<file path="src/rtl/tksd_pkg.sv">
// Shared types and constants of the terminal key sequence decoder.
// Used by the controller, the datapath and the top level; depends on nothing.
package tksd_pkg;

  // Depth of the sequence buffer and of the replay queue.
  localparam int SEQ_DEPTH   = 7;
  // Most commands that one input key may cause.
  localparam int MAX_RESULTS = 7;

  localparam int CODE_W = 21;
  localparam int KEY_W  = CODE_W + 1;
  localparam int NUM_W  = 17;
  localparam int CNT_W  = $clog2(SEQ_DEPTH + 1);
  localparam int IDX_W  = $clog2(SEQ_DEPTH);
  localparam int RES_W  = $clog2(MAX_RESULTS + 1);

  // Keys as held inside: bit 21 is the control flag, bits 20..0 the code.
  localparam logic [KEY_W-1:0] CSI_KEY    = 22'h00_009B;
  localparam logic [KEY_W-1:0] ESC_KEY    = 22'h20_005B;
  localparam logic [KEY_W-1:0] META_RESET = 22'h20_005B;
  localparam logic [KEY_W-1:0] CTLX_RESET = 22'h20_0058;
  localparam logic [KEY_W-1:0] KEY_O      = 22'h00_004F;
  localparam logic [KEY_W-1:0] KEY_LBR    = 22'h00_005B;
  localparam logic [KEY_W-1:0] KEY_TILDE  = 22'h00_007E;
  localparam logic [KEY_W-1:0] KEY_SEMI   = 22'h00_003B;
  localparam logic [KEY_W-1:0] KEY_P      = 22'h00_0050;
  localparam logic [KEY_W-1:0] KEY_S      = 22'h00_0053;
  localparam logic [KEY_W-1:0] KEY_0      = 22'h00_0030;
  localparam logic [KEY_W-1:0] KEY_9      = 22'h00_0039;
  localparam logic [KEY_W-1:0] KEY_UA     = 22'h00_0041;
  localparam logic [KEY_W-1:0] KEY_UZ     = 22'h00_005A;
  localparam logic [KEY_W-1:0] KEY_LA     = 22'h00_0061;
  localparam logic [KEY_W-1:0] KEY_LZ     = 22'h00_007A;

  // Configuration register indexes.
  typedef enum logic [0:0] {
    REG_META_KEY = 1'b0,
    REG_CTLX_KEY = 1'b1
  } reg_idx_t;

  // Prefix that waits for the next key.
  typedef enum logic [1:0] {
    PRE_NONE = 2'b00,
    PRE_META = 2'b01,
    PRE_CTLX = 2'b10
  } prefix_t;

  // Where the parser stands inside a sequence.
  typedef enum logic [3:0] {
    PH_IDLE = 4'b0001,
    PH_ESC  = 4'b0010,
    PH_SS3  = 4'b0100,
    PH_CSI  = 4'b1000
  } phase_t;

  // One command as delivered on the output channel.
  typedef struct packed {
    logic [CODE_W-1:0] code;
    logic              ctl;
    logic              meta;
    logic              ctlx;
    logic              special;
  } result_t;

  // Commands from the controller to the datapath.
  typedef struct packed {
    logic load;
    logic feed;
    logic merge;
    logic plain;
    logic flush;
  } dp_cmd_t;

  // Status from the datapath to the controller.
  typedef struct packed {
    logic rc_zero;
    logic nres_full;
    logic feed_fail;
    logic merge_last;
    logic hold_valid;
    logic out_free;
  } dp_stat_t;

endpackage

</file>
<file path="src/rtl/terminal_key_sequence_decoder_unit.sv">
// Top level of the terminal key sequence decoder.
// Joins tksd_ctrl and tksd_dp; uses tksd_pkg.
//
// Decodes keys one beat at a time into editor commands: ESC O P..S and
// ESC [ or CSI "n~", "n;m~" or letter sequences become special-key commands,
// meta and control-X prefixes are applied, and a sequence that does not match
// is replayed key by key. A key is taken only while no earlier key is in
// work. The key is taken into the replay queue and each queued key is decoded
// in turn; a failed sequence is merged back into that queue key by key and
// its first key is then taken again as a plain key; once the queue is empty
// or the command limit is reached, the last command is handed over. The
// sequential decoder handles one key per cycle while no held command waits
// on a stalled output and no failed sequence is being merged back. The last
// command of an input key is marked by last_of_run, and a key that only
// opens a sequence or sets a prefix yields no command at all.
module terminal_key_sequence_decoder_unit (
  input  logic                         clk,
  input  logic                         rst,
  input  logic                         in_valid,
  output logic                         in_stall,
  input  logic [tksd_pkg::CODE_W-1:0]  key_code,
  input  logic                         key_ctl,
  input  logic                         cfg_we,
  input  logic                         cfg_index,
  input  logic [tksd_pkg::KEY_W-1:0]   cfg_data,
  output logic                         out_valid,
  input  logic                         out_stall,
  output logic [tksd_pkg::CODE_W-1:0]  cmd_code,
  output logic                         cmd_ctl,
  output logic                         cmd_meta,
  output logic                         cmd_ctlx,
  output logic                         cmd_special,
  output logic                         last_of_run
);
  import tksd_pkg::*;

  dp_cmd_t  cmd;
  dp_stat_t stat;
  result_t  out_res;

  // Sequencing.
  tksd_ctrl u_ctrl (
    .clk      (clk),
    .rst      (rst),
    .in_valid (in_valid),
    .in_stall (in_stall),
    .stat     (stat),
    .cmd      (cmd)
  );

  // Storage and decoding.
  tksd_dp u_dp (
    .clk         (clk),
    .rst         (rst),
    .cmd         (cmd),
    .stat        (stat),
    .key_code    (key_code),
    .key_ctl     (key_ctl),
    .cfg_we      (cfg_we),
    .cfg_index   (reg_idx_t'(cfg_index)),
    .cfg_data    (cfg_data),
    .out_stall   (out_stall),
    .out_valid   (out_valid),
    .out_res     (out_res),
    .last_of_run (last_of_run)
  );

  // Output fields.
  assign cmd_code    = out_res.code;
  assign cmd_ctl     = out_res.ctl;
  assign cmd_meta    = out_res.meta;
  assign cmd_ctlx    = out_res.ctlx;
  assign cmd_special = out_res.special;

`ifndef ASSERT_OFF
  // Only one key is in work at a time.
  assert property (@(posedge clk) disable iff (rst)
    (in_valid && !in_stall) |=> in_stall)
    else $error("key taken while an earlier key was in work");

  // Only the last command of a run may still wait when a new key is taken.
  assert property (@(posedge clk) disable iff (rst)
    (out_valid && !last_of_run) |-> in_stall)
    else $error("block idle while a command that is not last waits");
`endif

endmodule

</file>
<file path="src/rtl/tksd_ctrl.sv">
// Controller of the terminal key sequence decoder: the state machine that
// sequences load, decode, replay merge and output flush. Uses tksd_pkg.
module tksd_ctrl (
  input  logic               clk,
  input  logic               rst,
  input  logic               in_valid,
  output logic               in_stall,
  input  tksd_pkg::dp_stat_t stat,
  output tksd_pkg::dp_cmd_t  cmd
);
  import tksd_pkg::*;

  typedef enum logic [4:0] {
    S_IDLE  = 5'b00001,
    S_RUN   = 5'b00010,
    S_MERGE = 5'b00100,
    S_PLAIN = 5'b01000,
    S_FLUSH = 5'b10000
  } state_t;

  state_t state, state_next;
  logic   slot_ok;

  // A new command may be made when none is held or the held one can move to the output.
  assign slot_ok  = !stat.hold_valid || stat.out_free;
  assign in_stall = (state != S_IDLE);

  // Next state and commands.
  always_comb begin
    state_next = state;
    cmd        = '0;
    unique case (state)
      S_IDLE: begin
        if (in_valid) begin
          cmd.load   = 1'b1;
          state_next = S_RUN;
        end
      end
      S_RUN: begin
        if (!stat.nres_full && !stat.rc_zero) begin
          if (slot_ok) begin
            cmd.feed = 1'b1;
            if (stat.feed_fail) begin
              state_next = S_MERGE;
            end
          end
        end else begin
          state_next = S_FLUSH;
        end
      end
      S_MERGE: begin
        cmd.merge = 1'b1;
        if (stat.merge_last) begin
          state_next = S_PLAIN;
        end
      end
      S_PLAIN: begin
        if (slot_ok) begin
          cmd.plain  = 1'b1;
          state_next = S_RUN;
        end
      end
      S_FLUSH: begin
        if (!stat.hold_valid) begin
          state_next = S_IDLE;
        end else if (stat.out_free) begin
          cmd.flush  = 1'b1;
          state_next = S_IDLE;
        end
      end
      default: begin
        state_next = S_IDLE;
      end
    endcase
  end

  // State register.
  always_ff @(posedge clk) begin
    if (rst) begin
      state <= S_IDLE;
    end else begin
      state <= state_next;
    end
  end

endmodule

</file>
<file path="src/rtl/tksd_dp.sv">
// Datapath of the terminal key sequence decoder: replay queue, sequence
// buffer, parser registers, prefix keys and the output stage. Uses tksd_pkg.
module tksd_dp (
  input  logic                          clk,
  input  logic                          rst,
  input  tksd_pkg::dp_cmd_t             cmd,
  output tksd_pkg::dp_stat_t            stat,
  input  logic [tksd_pkg::CODE_W-1:0]   key_code,
  input  logic                          key_ctl,
  input  logic                          cfg_we,
  input  tksd_pkg::reg_idx_t            cfg_index,
  input  logic [tksd_pkg::KEY_W-1:0]    cfg_data,
  input  logic                          out_stall,
  output logic                          out_valid,
  output tksd_pkg::result_t             out_res,
  output logic                          last_of_run
);
  import tksd_pkg::*;

  typedef enum logic [1:0] {
    NUM_KEEP  = 2'b00,
    NUM_CLEAR = 2'b01,
    NUM_SEMI  = 2'b10,
    NUM_DIGIT = 2'b11
  } num_op_t;

  localparam logic [CODE_W-1:0] CASE_OFFSET = 21'd32;
  localparam logic [CODE_W-1:0] DIGIT_BASE  = 21'h30;
  localparam logic [CODE_W-1:0] LETTER_BASE = 21'h57;

  logic [KEY_W-1:0]  replay_keys [SEQ_DEPTH];
  logic [CNT_W-1:0]  replay_count;
  logic [KEY_W-1:0]  seq_keys [SEQ_DEPTH];
  logic [CNT_W-1:0]  seq_count;
  phase_t            parse_phase;
  prefix_t           pending_prefix;
  logic [NUM_W-1:0]  first_number;
  logic [NUM_W-1:0]  second_number;
  logic [IDX_W-1:0]  merge_idx;
  logic [RES_W-1:0]  nres;
  logic [KEY_W-1:0]  meta_key;
  logic [KEY_W-1:0]  ctlx_key;
  result_t           hold;
  logic              hold_valid;

  logic [KEY_W-1:0]  head;
  logic              out_free;

  // Plain key handling.
  logic              pl_emit;
  prefix_t           pl_prefix;
  result_t           pl_res;

  // Sequence decoding.
  logic              fd_emit;
  logic              fd_fail;
  result_t           fd_res;
  prefix_t           fd_prefix;
  phase_t            fd_phase;
  logic [CNT_W-1:0]  fd_seq_count;
  num_op_t           fd_num_op;
  logic [CNT_W-1:0]  seq_inc;
  logic              is_digit;
  logic              is_letter;
  logic              is_term;

  // Function-key termination.
  logic [NUM_W-1:0]  mod_less;
  logic [NUM_W-1:0]  csi_value;
  logic              csi_meta;
  logic              csi_ctlx;
  logic              csi_ctl;
  logic [CODE_W-1:0] csi_code;

  logic              produced;
  result_t           new_res;
  logic              load_out;
  logic [NUM_W-1:0]  second_times_ten;

  assign head     = replay_keys[0];
  assign out_free = !out_valid || !out_stall;
  assign seq_inc  = seq_count + CNT_W'(1);

  assign is_digit  = (head >= KEY_0) && (head <= KEY_9);
  assign is_letter = ((head >= KEY_UA) && (head <= KEY_UZ)) ||
                     ((head >= KEY_LA) && (head <= KEY_LZ));
  assign is_term   = (head == KEY_TILDE) || is_letter;

  // As itself: meta key and unprefixed control-X absorbed; others sent.
  always_comb begin
    pl_res.code    = head[CODE_W-1:0];
    pl_res.ctl     = head[KEY_W-1];
    pl_res.meta    = (pending_prefix == PRE_META);
    pl_res.ctlx    = (pending_prefix == PRE_CTLX);
    pl_res.special = 1'b0;
    if ((pending_prefix != PRE_NONE) && !head[KEY_W-1] &&
        (head >= KEY_LA) && (head <= KEY_LZ)) begin
      pl_res.code = head[CODE_W-1:0] - CASE_OFFSET;
    end
    pl_emit   = 1'b0;
    pl_prefix = pending_prefix;
    if (head == meta_key) begin
      pl_prefix = PRE_META;
    end else if ((head == ctlx_key) && (pending_prefix == PRE_NONE)) begin
      pl_prefix = PRE_CTLX;
    end else begin
      pl_emit   = 1'b1;
      pl_prefix = PRE_NONE;
    end
  end

  // Number and modifier of a CSI sequence and the code it stands for.
  always_comb begin
    mod_less  = second_number - NUM_W'(1);
    csi_meta  = (pending_prefix == PRE_META);
    csi_ctlx  = (pending_prefix == PRE_CTLX);
    csi_ctl   = 1'b0;
    csi_value = second_number;
    if (first_number != '0) begin
      if (mod_less[1]) begin
        csi_meta = 1'b1;
        csi_ctlx = 1'b0;
      end
      if (mod_less[2]) begin
        csi_ctl = 1'b1;
      end
      csi_value = first_number;
    end
    if (head == KEY_TILDE) begin
      if (csi_value <= NUM_W'(9)) begin
        csi_code = CODE_W'(csi_value) + DIGIT_BASE;
      end else begin
        csi_code = CODE_W'(csi_value) + LETTER_BASE;
      end
    end else begin
      csi_code = head[CODE_W-1:0];
    end
  end

  // One key through the sequence parser.
  always_comb begin
    fd_emit      = 1'b0;
    fd_fail      = 1'b0;
    fd_res       = '0;
    fd_prefix    = pending_prefix;
    fd_phase     = parse_phase;
    fd_seq_count = seq_inc;
    fd_num_op    = NUM_KEEP;
    unique case (parse_phase)
      PH_IDLE: begin
        if (head == CSI_KEY) begin
          fd_phase  = PH_CSI;
          fd_num_op = NUM_CLEAR;
        end else if (head == ESC_KEY) begin
          fd_phase = PH_ESC;
        end else begin
          fd_seq_count = '0;
          fd_emit      = pl_emit;
          fd_res       = pl_res;
          fd_prefix    = pl_prefix;
        end
      end
      PH_ESC: begin
        if (head == KEY_O) begin
          fd_phase = PH_SS3;
        end else if (head == KEY_LBR) begin
          fd_phase  = PH_CSI;
          fd_num_op = NUM_CLEAR;
        end else begin
          fd_fail = 1'b1;
        end
      end
      PH_SS3: begin
        if ((head >= KEY_P) && (head <= KEY_S)) begin
          fd_emit        = 1'b1;
          fd_res.code    = head[CODE_W-1:0];
          fd_res.ctl     = 1'b0;
          fd_res.meta    = (pending_prefix == PRE_META);
          fd_res.ctlx    = (pending_prefix == PRE_CTLX);
          fd_res.special = 1'b1;
          fd_prefix      = PRE_NONE;
          fd_phase       = PH_IDLE;
          fd_seq_count   = '0;
        end else begin
          fd_fail = 1'b1;
        end
      end
      PH_CSI: begin
        if (is_term) begin
          if ((head == KEY_TILDE) && (csi_value == '0)) begin
            fd_fail = 1'b1;
          end else begin
            fd_emit        = 1'b1;
            fd_res.code    = csi_code;
            fd_res.ctl     = csi_ctl;
            fd_res.meta    = csi_meta;
            fd_res.ctlx    = csi_ctlx;
            fd_res.special = 1'b1;
            fd_prefix      = PRE_NONE;
            fd_phase       = PH_IDLE;
            fd_seq_count   = '0;
          end
        end else if ((head == KEY_SEMI) || is_digit) begin
          fd_num_op = (head == KEY_SEMI) ? NUM_SEMI : NUM_DIGIT;
          if (seq_inc >= CNT_W'(SEQ_DEPTH)) begin
            fd_fail = 1'b1;
          end
        end else begin
          fd_fail = 1'b1;
        end
      end
      default: begin
        fd_phase     = PH_IDLE;
        fd_seq_count = '0;
      end
    endcase
    // A failed sequence goes back to the replay queue.
    if (fd_fail) begin
      fd_phase     = PH_IDLE;
      fd_seq_count = '0;
    end
  end

  assign second_times_ten = (second_number << 3) + (second_number << 1);

  assign produced = (cmd.feed && fd_emit) || (cmd.plain && pl_emit);
  assign new_res  = cmd.feed ? fd_res : pl_res;
  assign load_out = (produced && hold_valid) || cmd.flush;

  assign stat.rc_zero    = (replay_count == '0);
  assign stat.nres_full  = (nres == RES_W'(MAX_RESULTS));
  assign stat.feed_fail  = fd_fail;
  assign stat.merge_last = (merge_idx == '0);
  assign stat.hold_valid = hold_valid;
  assign stat.out_free   = out_free;

  // Control registers.
  always_ff @(posedge clk) begin
    if (rst) begin
      replay_count   <= '0;
      seq_count      <= '0;
      parse_phase    <= PH_IDLE;
      pending_prefix <= PRE_NONE;
      first_number   <= '0;
      second_number  <= '0;
      nres           <= '0;
      meta_key       <= META_RESET;
      ctlx_key       <= CTLX_RESET;
      hold_valid     <= 1'b0;
      out_valid      <= 1'b0;
    end else begin
      // Configuration writes.
      if (cfg_we) begin
        unique case (cfg_index)
          REG_META_KEY: meta_key <= cfg_data;
          REG_CTLX_KEY: ctlx_key <= cfg_data;
        endcase
      end

      // Replay queue fill count.
      if (cmd.load) begin
        if (replay_count < CNT_W'(SEQ_DEPTH)) begin
          replay_count <= replay_count + CNT_W'(1);
        end
      end else if (cmd.feed || cmd.plain) begin
        replay_count <= replay_count - CNT_W'(1);
      end else if (cmd.merge) begin
        if (replay_count != CNT_W'(SEQ_DEPTH)) begin
          replay_count <= replay_count + CNT_W'(1);
        end
      end

      // Parser state.
      if (cmd.feed) begin
        seq_count      <= fd_seq_count;
        parse_phase    <= fd_phase;
        pending_prefix <= fd_prefix;
        unique case (fd_num_op)
          NUM_KEEP: begin
          end
          NUM_CLEAR: begin
            first_number  <= '0;
            second_number <= '0;
          end
          NUM_SEMI: begin
            first_number  <= second_number;
            second_number <= '0;
          end
          NUM_DIGIT: begin
            second_number <= second_times_ten + NUM_W'(head[3:0]);
          end
        endcase
      end else if (cmd.plain) begin
        pending_prefix <= pl_prefix;
      end

      // Commands sent during the current run.
      if (cmd.load) begin
        nres <= '0;
      end else if (produced) begin
        nres <= nres + RES_W'(1);
      end

      // Held command and output register.
      if (produced) begin
        hold_valid <= 1'b1;
      end else if (cmd.flush) begin
        hold_valid <= 1'b0;
      end
      if (load_out) begin
        out_valid <= 1'b1;
      end else if (!out_stall) begin
        out_valid <= 1'b0;
      end
    end
  end

  // Key stores and payload registers.
  always_ff @(posedge clk) begin
    if (cmd.load && (replay_count < CNT_W'(SEQ_DEPTH))) begin
      replay_keys[replay_count[IDX_W-1:0]] <= {key_ctl, key_code};
    end else if (cmd.feed || cmd.plain) begin
      for (int i = 0; i < SEQ_DEPTH - 1; i++) begin
        replay_keys[i] <= replay_keys[i+1];
      end
    end else if (cmd.merge) begin
      replay_keys[0] <= seq_keys[merge_idx];
      for (int i = 1; i < SEQ_DEPTH; i++) begin
        replay_keys[i] <= replay_keys[i-1];
      end
    end

    if (cmd.feed && (seq_count < CNT_W'(SEQ_DEPTH))) begin
      seq_keys[seq_count[IDX_W-1:0]] <= head;
    end

    // Replay merge runs from the newest stored key down to the first.
    if (cmd.feed && fd_fail) begin
      merge_idx <= seq_count[IDX_W-1:0];
    end else if (cmd.merge) begin
      merge_idx <= merge_idx - IDX_W'(1);
    end

    if (produced) begin
      hold <= new_res;
    end
    if (produced && hold_valid) begin
      out_res     <= hold;
      last_of_run <= 1'b0;
    end else if (cmd.flush) begin
      out_res     <= hold;
      last_of_run <= 1'b1;
    end
  end

endmodule

</file>
<file path="config.mk">
export PLATFORM = sky130hd
export DESIGN_NAME = terminal_key_sequence_decoder_unit
export DESIGN_NICKNAME = d
export VERILOG_FILES = /design/src/rtl/tksd_pkg.sv /design/src/rtl/terminal_key_sequence_decoder_unit.sv /design/src/rtl/tksd_ctrl.sv /design/src/rtl/tksd_dp.sv
export SDC_FILE = /design/constraint.sdc
export NUM_CORES = 1
export LEC_CHECK = 0
export BUFFER_PORTS_ARGS = -buffer_cell sky130_fd_sc_hd__buf_2
export CAP_MARGIN = 20
export CELL_PAD_IN_SITES_DETAIL_PLACEMENT = 1
export CELL_PAD_IN_SITES_GLOBAL_PLACEMENT = 1
export CORE_UTILIZATION = 40
export CTS_BUF_LIST = sky130_fd_sc_hd__clkbuf_4 sky130_fd_sc_hd__clkbuf_8
export DETAILED_ROUTE_END_ITERATION = 16
export HOLD_SLACK_MARGIN = 0.08
export PLACE_DENSITY = 0.72
export SYNTH_ARGS = -nofsm -noshare
export SYNTH_HDL_FRONTEND = slang
export SYNTH_SLANG_ARGS = --single-unit
</file>
<file path="constraint.sdc">
create_clock -name clk -period 10.34 [get_ports clk]
set_clock_uncertainty 0.2 [all_clocks]
set_input_delay 0.517 -clock clk [delete_from_list [all_inputs] [get_ports clk]]
set_output_delay 0.517 -clock clk [all_outputs]
set_load 0.02 [all_outputs]
</file>
; ---- Yosys cells after proc, flatten, opt, wreduce, memory -nomap -nowiden
; Memory sizes are Yosys's and may differ from the RTL's. A register that Yosys moved wholly into a read port is not among the register bits.
; Index checks and enable logic that the tools add are counted.
[totals]
out_inout_bits = 28
rom_bits = 0
n_memories = 2
ramBits = 308
elab_cells = 276
latch_bits = 0
ff_bits = 154
[classes]
eq_ne = 44
n_mux = 121
addsub = 11
n_mul = 0
div = 0
bitwise_logic = 7
n_shift = 0
magnitude_cmp = 12
reduce_logical = 55
[mem_list]
columns = name, words, width, read_ports, rd_clocked_by_memory_dff, write_ports, line_no
row1 = u_dp.replay_keys, 7, 22, 7, 0, 7, tksd_dp.sv:31  ; logic [KEY_W-1:0] replay_keys [SEQ_DEPTH];
row2 = u_dp.seq_keys, 7, 22, 1, 1, 1, tksd_dp.sv:33  ; logic [KEY_W-1:0] seq_keys [SEQ_DEPTH];
[op_table]
columns = op, n
row1 = 25-bit two-way mux, 8
row2 = 22-bit two-way mux, 7
row3 = 25-bit case mux with 3 select lines, 1
row4 = 17-bit case mux with 2 select lines, 2
row5 = "22-bit by 7-bit == test with 1-bit output, second input constant", 3
row6 = "22-bit by 7-bit >= comparator with 1-bit output, second input constant", 3
row7 = "22-bit by 7-bit less-or-equal comparator with 1-bit output, second input constant", 3
row8 = 21-bit two-way mux, 3
row9 = 1-bit two-way mux, 49
row10 = 3-bit two-way mux, 15
row11 = 22-bit == test, 2
row12 = 5-bit two-way mux, 8
row13 = 4-bit two-way mux, 8
row14 = 5-bit case mux with 5 select lines, 1
row15 = 2-bit two-way mux, 12
row16 = "22-bit == test, second input constant", 1
row17 = "22-bit by 6-bit == test with 1-bit output, second input constant", 1
row18 = "22-bit by 8-bit == test with 1-bit output, second input constant", 1
row19 = "22-bit by 6-bit >= comparator with 1-bit output, second input constant", 1
row20 = "22-bit by 6-bit less-or-equal comparator with 1-bit output, second input constant", 1
row21 = 22-bit OR reduction, 1
row22 = "3-bit inequality test, second input constant", 7
row23 = "21-bit by 6-bit subtractor with 21-bit output, second input constant", 1
row24 = "17-bit by 6-bit adder with 18-bit output, second input constant", 1
row25 = 48 further kinds, 110

; ---- Logic depth before layout (Yosys ltp)
; Gate-level depths: netlist of run 1.
[depth]
ltp_word = 13
mapped_depth = 15
depth_no_buf = 13

; ---- Modules after synthesis
; From an unflattened synthesis of run 1, not the netlist that was laid out.
[unflattened]
cells_unflattened = 1797
hier_area_um2 = 21521.9
[modules_own_cells]
columns = mod, area_per_inst_um2, cells_per_inst, instances, seq_area_each_um2
row1 = tksd_dp, 21136.5, 1745, 1, 12822.3
row2 = tksd_ctrl, 385.4, 52, 1, 100.1

; ---- Least setup slack after synthesis of run 1
; Ideal clock, no wire load.
[synth_timing]
path_type = register to register
startpoint = register u_dp.first_number[15]
endpoint = register u_dp.out_res[0] (netlist name)
synth_period_minus_slack_ns = 4.708
path_slack_ns = 5.632
n_path_buf = 1
path_stages_with_launch = 12
required_ns = 9.698
t_arrival_ns = 4.066
setup_time_ns = 0.442
cell_sequence = dfxtp_1 nor4_2 nand4_1 nor2_1 clkbuf_1 a21oi_1 ha_1 nand4_1 a2111oi_2 o31ai_1 a21boi_2 o21ai_0
[synth_between]
elab_chain_len = 11
[synth_lines]
columns = element, line_no
row1 = "start, declared", tksd_dp.sv:37  ; logic [NUM_W-1:0] first_number;
row2 = "start signal, assigned", tksd_dp.sv:286  ; first_number <= second_number;
row3 = 17-bit nonzero test, tksd_dp.sv:119  ; if (first_number != '0) begin
row4 = 17-bit two-way mux (*), tksd_dp.sv:119
row5 = 17-bit zero test (*), tksd_dp.sv:190  ; if ((head == KEY_TILDE) && (csi_value == '0)) begin
row6 = 1-bit logical AND (*), tksd_dp.sv:190
row7 = 1-bit two-way mux (*), tksd_dp.sv:190
row8 = 1-bit two-way mux (*), tksd_dp.sv:189  ; if (is_term) begin
row9 = 1-bit case mux with 3 select lines (*), tksd_dp.sv:149  ; unique case (parse_phase)
row10 = 1-bit logical AND (*), tksd_dp.sv:226  ; assign produced = (cmd.feed && fd_emit) || (cmd.plain && pl_emit);
row11 = 1-bit logical OR (*), tksd_dp.sv:226
row12 = 1-bit logical AND (*), tksd_dp.sv:347  ; if (produced && hold_valid) begin
row13 = 2-bit nonzero test (no line) (*), --
; Mark *: on every way between the ends. The rest lies on a longest branch, timed or not.
; A chain may end at the register's enable or synchronous reset.

==> results of run 1 <==
critical path: stages, from the launching register on:
cell and delay, ns:
edfxtp_1 0.77, or4_1 0.66, or2_2 0.33, a21oi_1 0.30, o21a_1 0.24, nand2_1 0.06, o21ai_0 0.29, inv_1 0.12
ha_1 0.23, nor2_1 0.61, and2_1 0.42, a22oi_1 0.12, nor2_1 0.13
per-layer routing:
layer | part of all wire, % | vias to the layer above
met2 | 51 | 418
met4 | 2.5 | 0
met5 | 0 | -
li1 | - | 7398
met1 | 41 | 8195
met3 | 5.5 | 116
cell usage in the layout (no fill, tap or decap), types with 13 or more instances in the layout:
cell type      count
a21oi_1          151
nor3_1            26
clkinv_1          19
nor4_1            13
dfxtp_1          102
buf_4             31
clkbuf_8          84
o21ai_0           32
nor2_1           261
clkbuf_4          19
xnor2_1           51
mux4_2            22
nand2_1          163
xor2_1            19
o22ai_1          134
buf_2             77
nand4_1           22
edfxtp_1         361
mux2_2            25
a31oi_1           19
mux2i_1           30
dlygate4sd3_1     46
ha_1              52
inv_1             33
nand3_1           59
logic make-up after synthesis:
family                     Yosys count
adders and majority gates           54
muxes                               77
and+or+nand+nor                    637
buffers and inverters              144
AOI/OAI and AO/OA                  441
xor gates and xnor gates            70
DFF                                465
synthesized netlist by cell type (5+ instances only):
cell type  instances
edfxtp_1         361
nor2_1           261
nand2_1          163
a21oi_1          151
o22ai_1          134
dfxtp_1          104
clkbuf_1          68
nand3_1           60
ha_1              52
xnor2_1           51
o21ai_0           37
inv_1             33
mux2i_1           30
nor3_1            29
mux2_2            25
buf_1             24
mux4_2            22
nand4_1           22
a31oi_1           19
xor2_1            19
nor4_1            17
buf_2             15
a211o_1           13
nand3b_1          10
a21o_1             9
a22oi_1            8
nor2b_1            8
or3_1              8
and2_1             7
nand2b_1           7
o31ai_1            7
a211oi_1           6
and3_1             6
nor4_2             6
o211ai_1           6
and4_1             5
nor4b_1            5
or2_2              5
stage by stage:
stage	utilization (%)	area, um^2	setup slack, ns
4_1_cts	47.0	24900	5.65
3_3_place_gp	43.0	22800	5.92
6_report	47.1	25000	5.77
2_1_floorplan	-	21600	5.63
5_1_grt	47.1	25000	5.50
3_5_place_dp	43.0	22800	5.68
timing repair:
item | in CTS | in global routing
hold endpoints to repair | 178 | 0
setup endpoints to repair | 0 | 0
hold buffers | 46 | 0
state kept, by name (all words and copies together), names as in the netlist, named ones only:
register	count
u_dp.parse_phase	4
u_dp.ctlx_key	22
u_dp.hold	25
u_dp.replay_keys	154
u_dp.pending_prefix	2
u_dp.meta_key	22
u_dp.hold_valid	1
u_dp.seq_keys	154
u_dp.second_number	17
u_dp.last_of_run	1
u_dp.seq_count	3
u_dp.first_number	17
u_dp.nres	3
u_dp.replay_count	3
u_dp.out_res	25
u_dp.out_valid	1
u_ctrl.state	5
u_dp.merge_idx	3
path summary, 6_finish.rpt:
check,start,end,cells after the start
setup / recovery,u_dp.replay_keys[0][1],u_dp.second_number[7],12
hold / removal,cfg_index,u_dp.meta_key[5],4
setup reg to reg,u_dp.replay_keys[0][1],u_dp.second_number[7],12
hold reg to reg,u_dp.hold[15],u_dp.out_res[15],0
cell type report:
cell class	count	area [um^2]
clock buffer	103	1300
clock inverter	44	337
fill	5737	28000
inverter	33	124
multi-input combinational	1279	8260
sequential	465	12900
tap	688	861
timing repair buffer	157	1150
power by group:
part	total [mW]	switching (mW)	internal (mW)
registers	2.38	0.150	2.23
logic	0.681	0.464	0.216
clock network	1.74	0.807	0.934
total	4.80	1.42	3.38
==> run summary, run 1 <==
Status: completed
Synth top area share: 50.1%
RSZ-0062 raised after global routing: false
Synth Area in Compound Gates: 12.9%
Fin crit period: 4.57 ns
Placeable Area: 53000 um^2
Peak VDD IR: 0.0921 mV
Worst slew pin tran: 1.13 ns
Top cells by area, synth: edfxtp_1, dfxtp_1, nor2_1
Overall Global Routing Usage: 23.2%
Total number of H-tree levels: 3
Async S/R FF share, synth: 0%
DR vias/cell: 5.82
Met3 usage: 4.37%
Met2 GRT Util: 40.8%
CTS max path bufs: 3
Final WL: 63500 um
I/O pins: 78
Largest family of logic cells by synthesized area: simple AND/OR/NAND/NOR gates
Skew-Pair Late Insertion Delay: 0.69 ns
Routed Antenna Nets: 0
TNS Setup: 0 ns
Syn avg cell area: 11.5 um^2
Global-route wire length before repair: 97500 um
Synth Area in XOR/XNOR: 2.84%
Tcrit/Tclk final: 44.2%
Post-Synth Adder-Cell Area: 3.19%
Crit path arrival time: 4.95 ns
Final net count: 2121
Residual DRC: 0
Required time worst endpoint: 10.73 ns
DRT iter0 DRCs: 1046
CP Capture Type: register
Flop2flop setup slack: 5.77 ns
CTS tree: built
Leak: 8.71 nW
Synthesized flop and latch total: 465
Clk sinks: 465
Die Wd: 234 um
Area grow syn2layout: 15.4%
DPL Wire Length: 41000 um
Reg clk slew, reported paths: 0.07 ns
Layout cell share with drive strength beyond 1: 16.0%
Post-synthesis simple-gate area fraction: 13.6%
Crit-path max FO: 20
Number of buffers created by CTS: 81
Number of post-CTS setup repair buffers: 0
Cell variety after synth: 79
Total congestion overflow: 0
Vias in the first global route: 17200
Setup Crit Path Kind: reg2reg
Mapped Area: 21600 um^2
Root Driver: clkbuf_8
Largest net degree at the start of global routing: 88
Number of cells produced by synthesis: 1888
Pins Over Slew Limit: 0
Yosys warns: 0
GRT Max-Usage Layer: met2
Cell taking the most area after synthesis: edfxtp_1
WL/cell: 22.9 um
Seq/Total Area, Yosys: 59.8%
Final hold viol count: 0
Post-synth EDFFs: 361
Hold Path Class: in2reg
Mapped Nets: 1992
Die area: 55000 um^2
Vias: 16100
Initial antenna violation count: 0
Worst rel slew slack: 24.3%
Initial Util: 40.8%
Power Dens Cells: 192 nW/um^2
GP Congestion: 0.918
Num rows: 84
Final-report setup violation count: 0
Pre-antenna DRT Iters: 5
Die H: 234 um
Tot Pwr: 4.80 mW
Post-synthesis mux area share: 4.98%
Crit path launch type: register
Diode count: 0
Met1 usage: 28.5%
Max Clk Rate: 0.219 GHz
Finished Layout Cells: 2769
Max-cap violations: 0
Worst hold slack: 0.144 ns
Port Buffers: 77
Prevailing post-synth register cell: edfxtp_1
Placed instance count: 2573
Resized cells post-CTS: 0
No activity file was read; power rests on OpenSTA's default activity.
==> run 2, diff against run 1 <==
ABC_AREA = 1   (was unset)
PLACE_DENSITY = 0.74   (was 0.72)
clock period = 4.4 ns   (was 10.34 ns; I/O delays follow)
==> run summary, run 2 <==
Status: completed
Overall Global Routing Usage: 25.7% (+2.5 points)
Initial antenna violation count: 4 (+4)
Cell internal pwr: 8.09 mW (+140%)
Max Clk Rate: 0.241 GHz (+10%)
Placed instance count: 3289 (+28%)
Yosys warns: 0 (unchanged)
Hold Path Class: in2reg
Largest net degree at the start of global routing: 85 (-3.4%)
Reg clk slew, reported paths: 0.06 ns (about the same)
Most frequent cell after synthesis: nand2_1
Final WL: 74200 um (+17%)
Cells along the critical path: nor2_1 -> nand3_1 -> nor2_4 -> nand4_4 -> nor2_2 -> nand3_1 -> nor2_2 -> nand3_2 -> nand2_1 -> nand2_2 -> nand2_4 -> inv_1 -> a21oi_1 -> inv_1 -> ha_1 -> nand2_1 -> buf_4 -> a21oi_1 -> a211oi_1
Clk sinks: 465 (unchanged)
Area grow syn2layout: 15.9%
Prevailing post-synth register cell: edfxtp_1
CTS tree: built
Skew-Pair Late Insertion Delay: 0.66 ns (-0.03 ns)
CTS max path bufs: 3 (unchanged)
CP Capture Type: register
DR vias/cell: 5.46 (-6.2%)
Max-cap violations: 0 (unchanged)
Total congestion overflow: 0 (unchanged)
Synth top area share: 47.3% (-2.8 points)
Cell taking the most area after synthesis: edfxtp_1
Die Wd: 241 um (+2.9%)
Placeable Area: 56500 um^2 (+6.7%)
Num rows: 87 (+3.6%)
Setup WS post-layout: 0.258 ns (-5.52 ns)
Mapped Area: 22900 um^2 (+6.0%)
Required time worst endpoint: 4.75 ns (-5.98 ns)
Async S/R FF share, synth: 0% (unchanged)
Crit-path max FO: 33 (+65%)
Vias: 19100 (+18%)
Crit-path slowest cell: edfxtp_1
DRT iter0 DRCs: 1273 (+22%)
Synthesized flop and latch total: 465 (unchanged)
Residual DRC: 0 (unchanged)
Die H: 241 um (+2.9%)
Finished Layout Cells: 3488 (+26%)
Final-report setup violation count: 0 (unchanged)
Port Buffers: 77 (unchanged)
I/O pins: 78 (unchanged)
Combinational share of power: 15.4% (+1.2 points)
Initial Util: 40.6% (-0.26 points)
TNS Setup: 0 ns (unchanged)
Die area: 58200 um^2 (+5.9%)
Leak: 10.7 nW (+23%)
Sw Pwr: 3.40 mW (+140%)
WHS Path Cells: 4 (unchanged)
Final net count: 2771 (+31%)
Tcrit/Tclk final: 94.1% (+50 points)
Pins Over Slew Limit: 0 (unchanged)
Pre-antenna DRT Iters: 5 (unchanged)
Seq/Total Area, Yosys: 56.4% (-3.4 points)
Leading cell types in the layout, fill and taps excluded: nand2_1, edfxtp_1, nor2_1
DPL Wire Length: 50800 um (+24%)
Number of buffers created by CTS: 80 (-1.2%)
Power Dens Cells: 433 nW/um^2 (+120%)
Final hold viol count: 0 (unchanged)
Clk pwr share: 36.2% (about the same)
Post-synth EDFFs: 361 (unchanged)
Vias in the first global route: 19900 (+15%)
WL/cell: 21.3 um (-7.2%)
Setup Crit Path Kind: reg2reg
Fin crit period: 4.14 ns (-0.423 ns)
Commonest non-fill, non-tap cell in the layout: nand2_1
Pre-CTS setup slack: 0.387 ns (-5.29 ns)
Commonest cells post-synth: nand2_1, edfxtp_1, nor2_1
GP Congestion: 0.896 (-2.4%)
Worst slew pin tran: 1.02 ns (-0.113 ns)
Tot Pwr: 11.5 mW (+140%)
Peak VDD IR: 0.206 mV (+120%)
Routed Antenna Nets: 0 (unchanged)
Number of cells produced by synthesis: 2504 (+33%)
Layout cell share with drive strength beyond 1: 13.3% (-2.7 points)
Switching part of the total: 29.6% (about the same)
Worst rel slew slack: 31.9% (+7.5 points)
Flop pwr share: 48.4% (-1.2 points)
Mapped Nets: 2608 (+31%)
Cell variety after synth: 53 (-33%)
Slowest Stage Delay on Critical Path: 0.61 ns (-0.16 ns)
Top cells by area, synth: edfxtp_1, nand2_1, dfxtp_1
Crit path arrival time: 4.49 ns (-0.46 ns)
Total number of H-tree levels: 3 (unchanged)
Crit path launch type: register
Syn avg cell area: 9.15 um^2 (-20%)
FF-to-FF path depth: 19 (+7)
Root Driver: clkbuf_8
Global-route wire length before repair: 113000 um (+16%)
-- run 2: cell types whose count changed after synthesis, moves of 35 or more --
cell	previous run	this run
a21oi_1	151	186
a22oi_1	8	46
inv_1	33	223
nand2_1	163	592
nand3_1	60	133
nor2_1	261	310
o21ai_0	37	116
o22ai_1	134	1
-- run 2: path summary, 6_finish.rpt --
kind / from / end / slack, ns
worst max-delay path: u_dp.replay_keys[0][10] / u_dp.first_number[0] / 0.26
worst min-delay path: cfg_data[3] / u_dp.ctlx_key[3] / 0.14
worst min register to register: u_dp.hold[0] / u_dp.out_res[0] / 0.21
worst max register to register: u_dp.replay_keys[0][10] / u_dp.first_number[0] / 0.26
-- run 2: logic make-up (layout without fill, tap and decap cells) --
family,Yosys count,after routing,synth area share [%]
AO/OA/AOI/OAI,438,438,11.3
buffers and inverters,340,565,5.84
other,0,3,0
adder cells (fa/ha/maj),54,54,3.01
XOR/XNOR,42,42,1.61
flip-flops,465,465,56.4
AND/OR/NAND/NOR,1165,1165,21.9
-- run 2: final cells by class --
cell class                 instances  area [um^2]
clock buffer                     120         1470
fill                            6506        29900
antenna                            3         7.51
timing repair buffer             190         1390
clock inverter                    24          209
sequential                       465        12900
tap                              756          946
multi-input combinational       1699         8740
inverter                         231          867
-- run 2: critical path, delay by kind of cell (launching register included) --
kind            cells  cell delay (ns)
buf+inv             3             0.49
simple gates       12             1.76
flops               1             0.61
compound gates      3             0.64
fa+ha+maj           1             0.31
-- run 2: metrics by stage --
step / util [%] / hold slack [ns] / area (um^2)
4_1_cts: 46.9 / 0.105 / 26500
3_3_place_gp: 43.1 / 0.205 / 24300
6_report: 47.0 / 0.144 / 26600
3_5_place_dp: 43.1 / 0.207 / 24300
2_1_floorplan: - / 0.133 / 22900
5_1_grt: 47.0 / 0.131 / 26500
-- run 2: routing by layer --
layer | routed length [um] | GRT usage (%) | vias to the layer above
li1 | - | - | 8824
met1 | 31700 | 33.0 | 9549
met2 | 35500 | 42.8 | 532
met3 | 4100 | 3.75 | 153
met4 | 2910 | 11.6 | 2
met5 | 13 | 0 | -
-- run 2: repair_timing --
action / in CTS / in global routing
setup buffers: 0 / 3
gates resized for setup: 0 / 1
endpoints found under the setup margin: 0 / 17
hold endpoints to repair: 226 / 0
hold buffers: 49 / 0
-- run 2: power by group through the flow --
stage          Combinational, mW  Clock, mW  Sequential (mW)
2_1_floorplan              0.973          0             5.54
3_3_place_gp                1.67          0             5.63
3_5_place_dp                1.71          0             5.65
4_1_cts                     1.76       4.22             5.56
5_1_grt                     1.92       4.41             5.59
6_report                    1.77       4.16             5.56
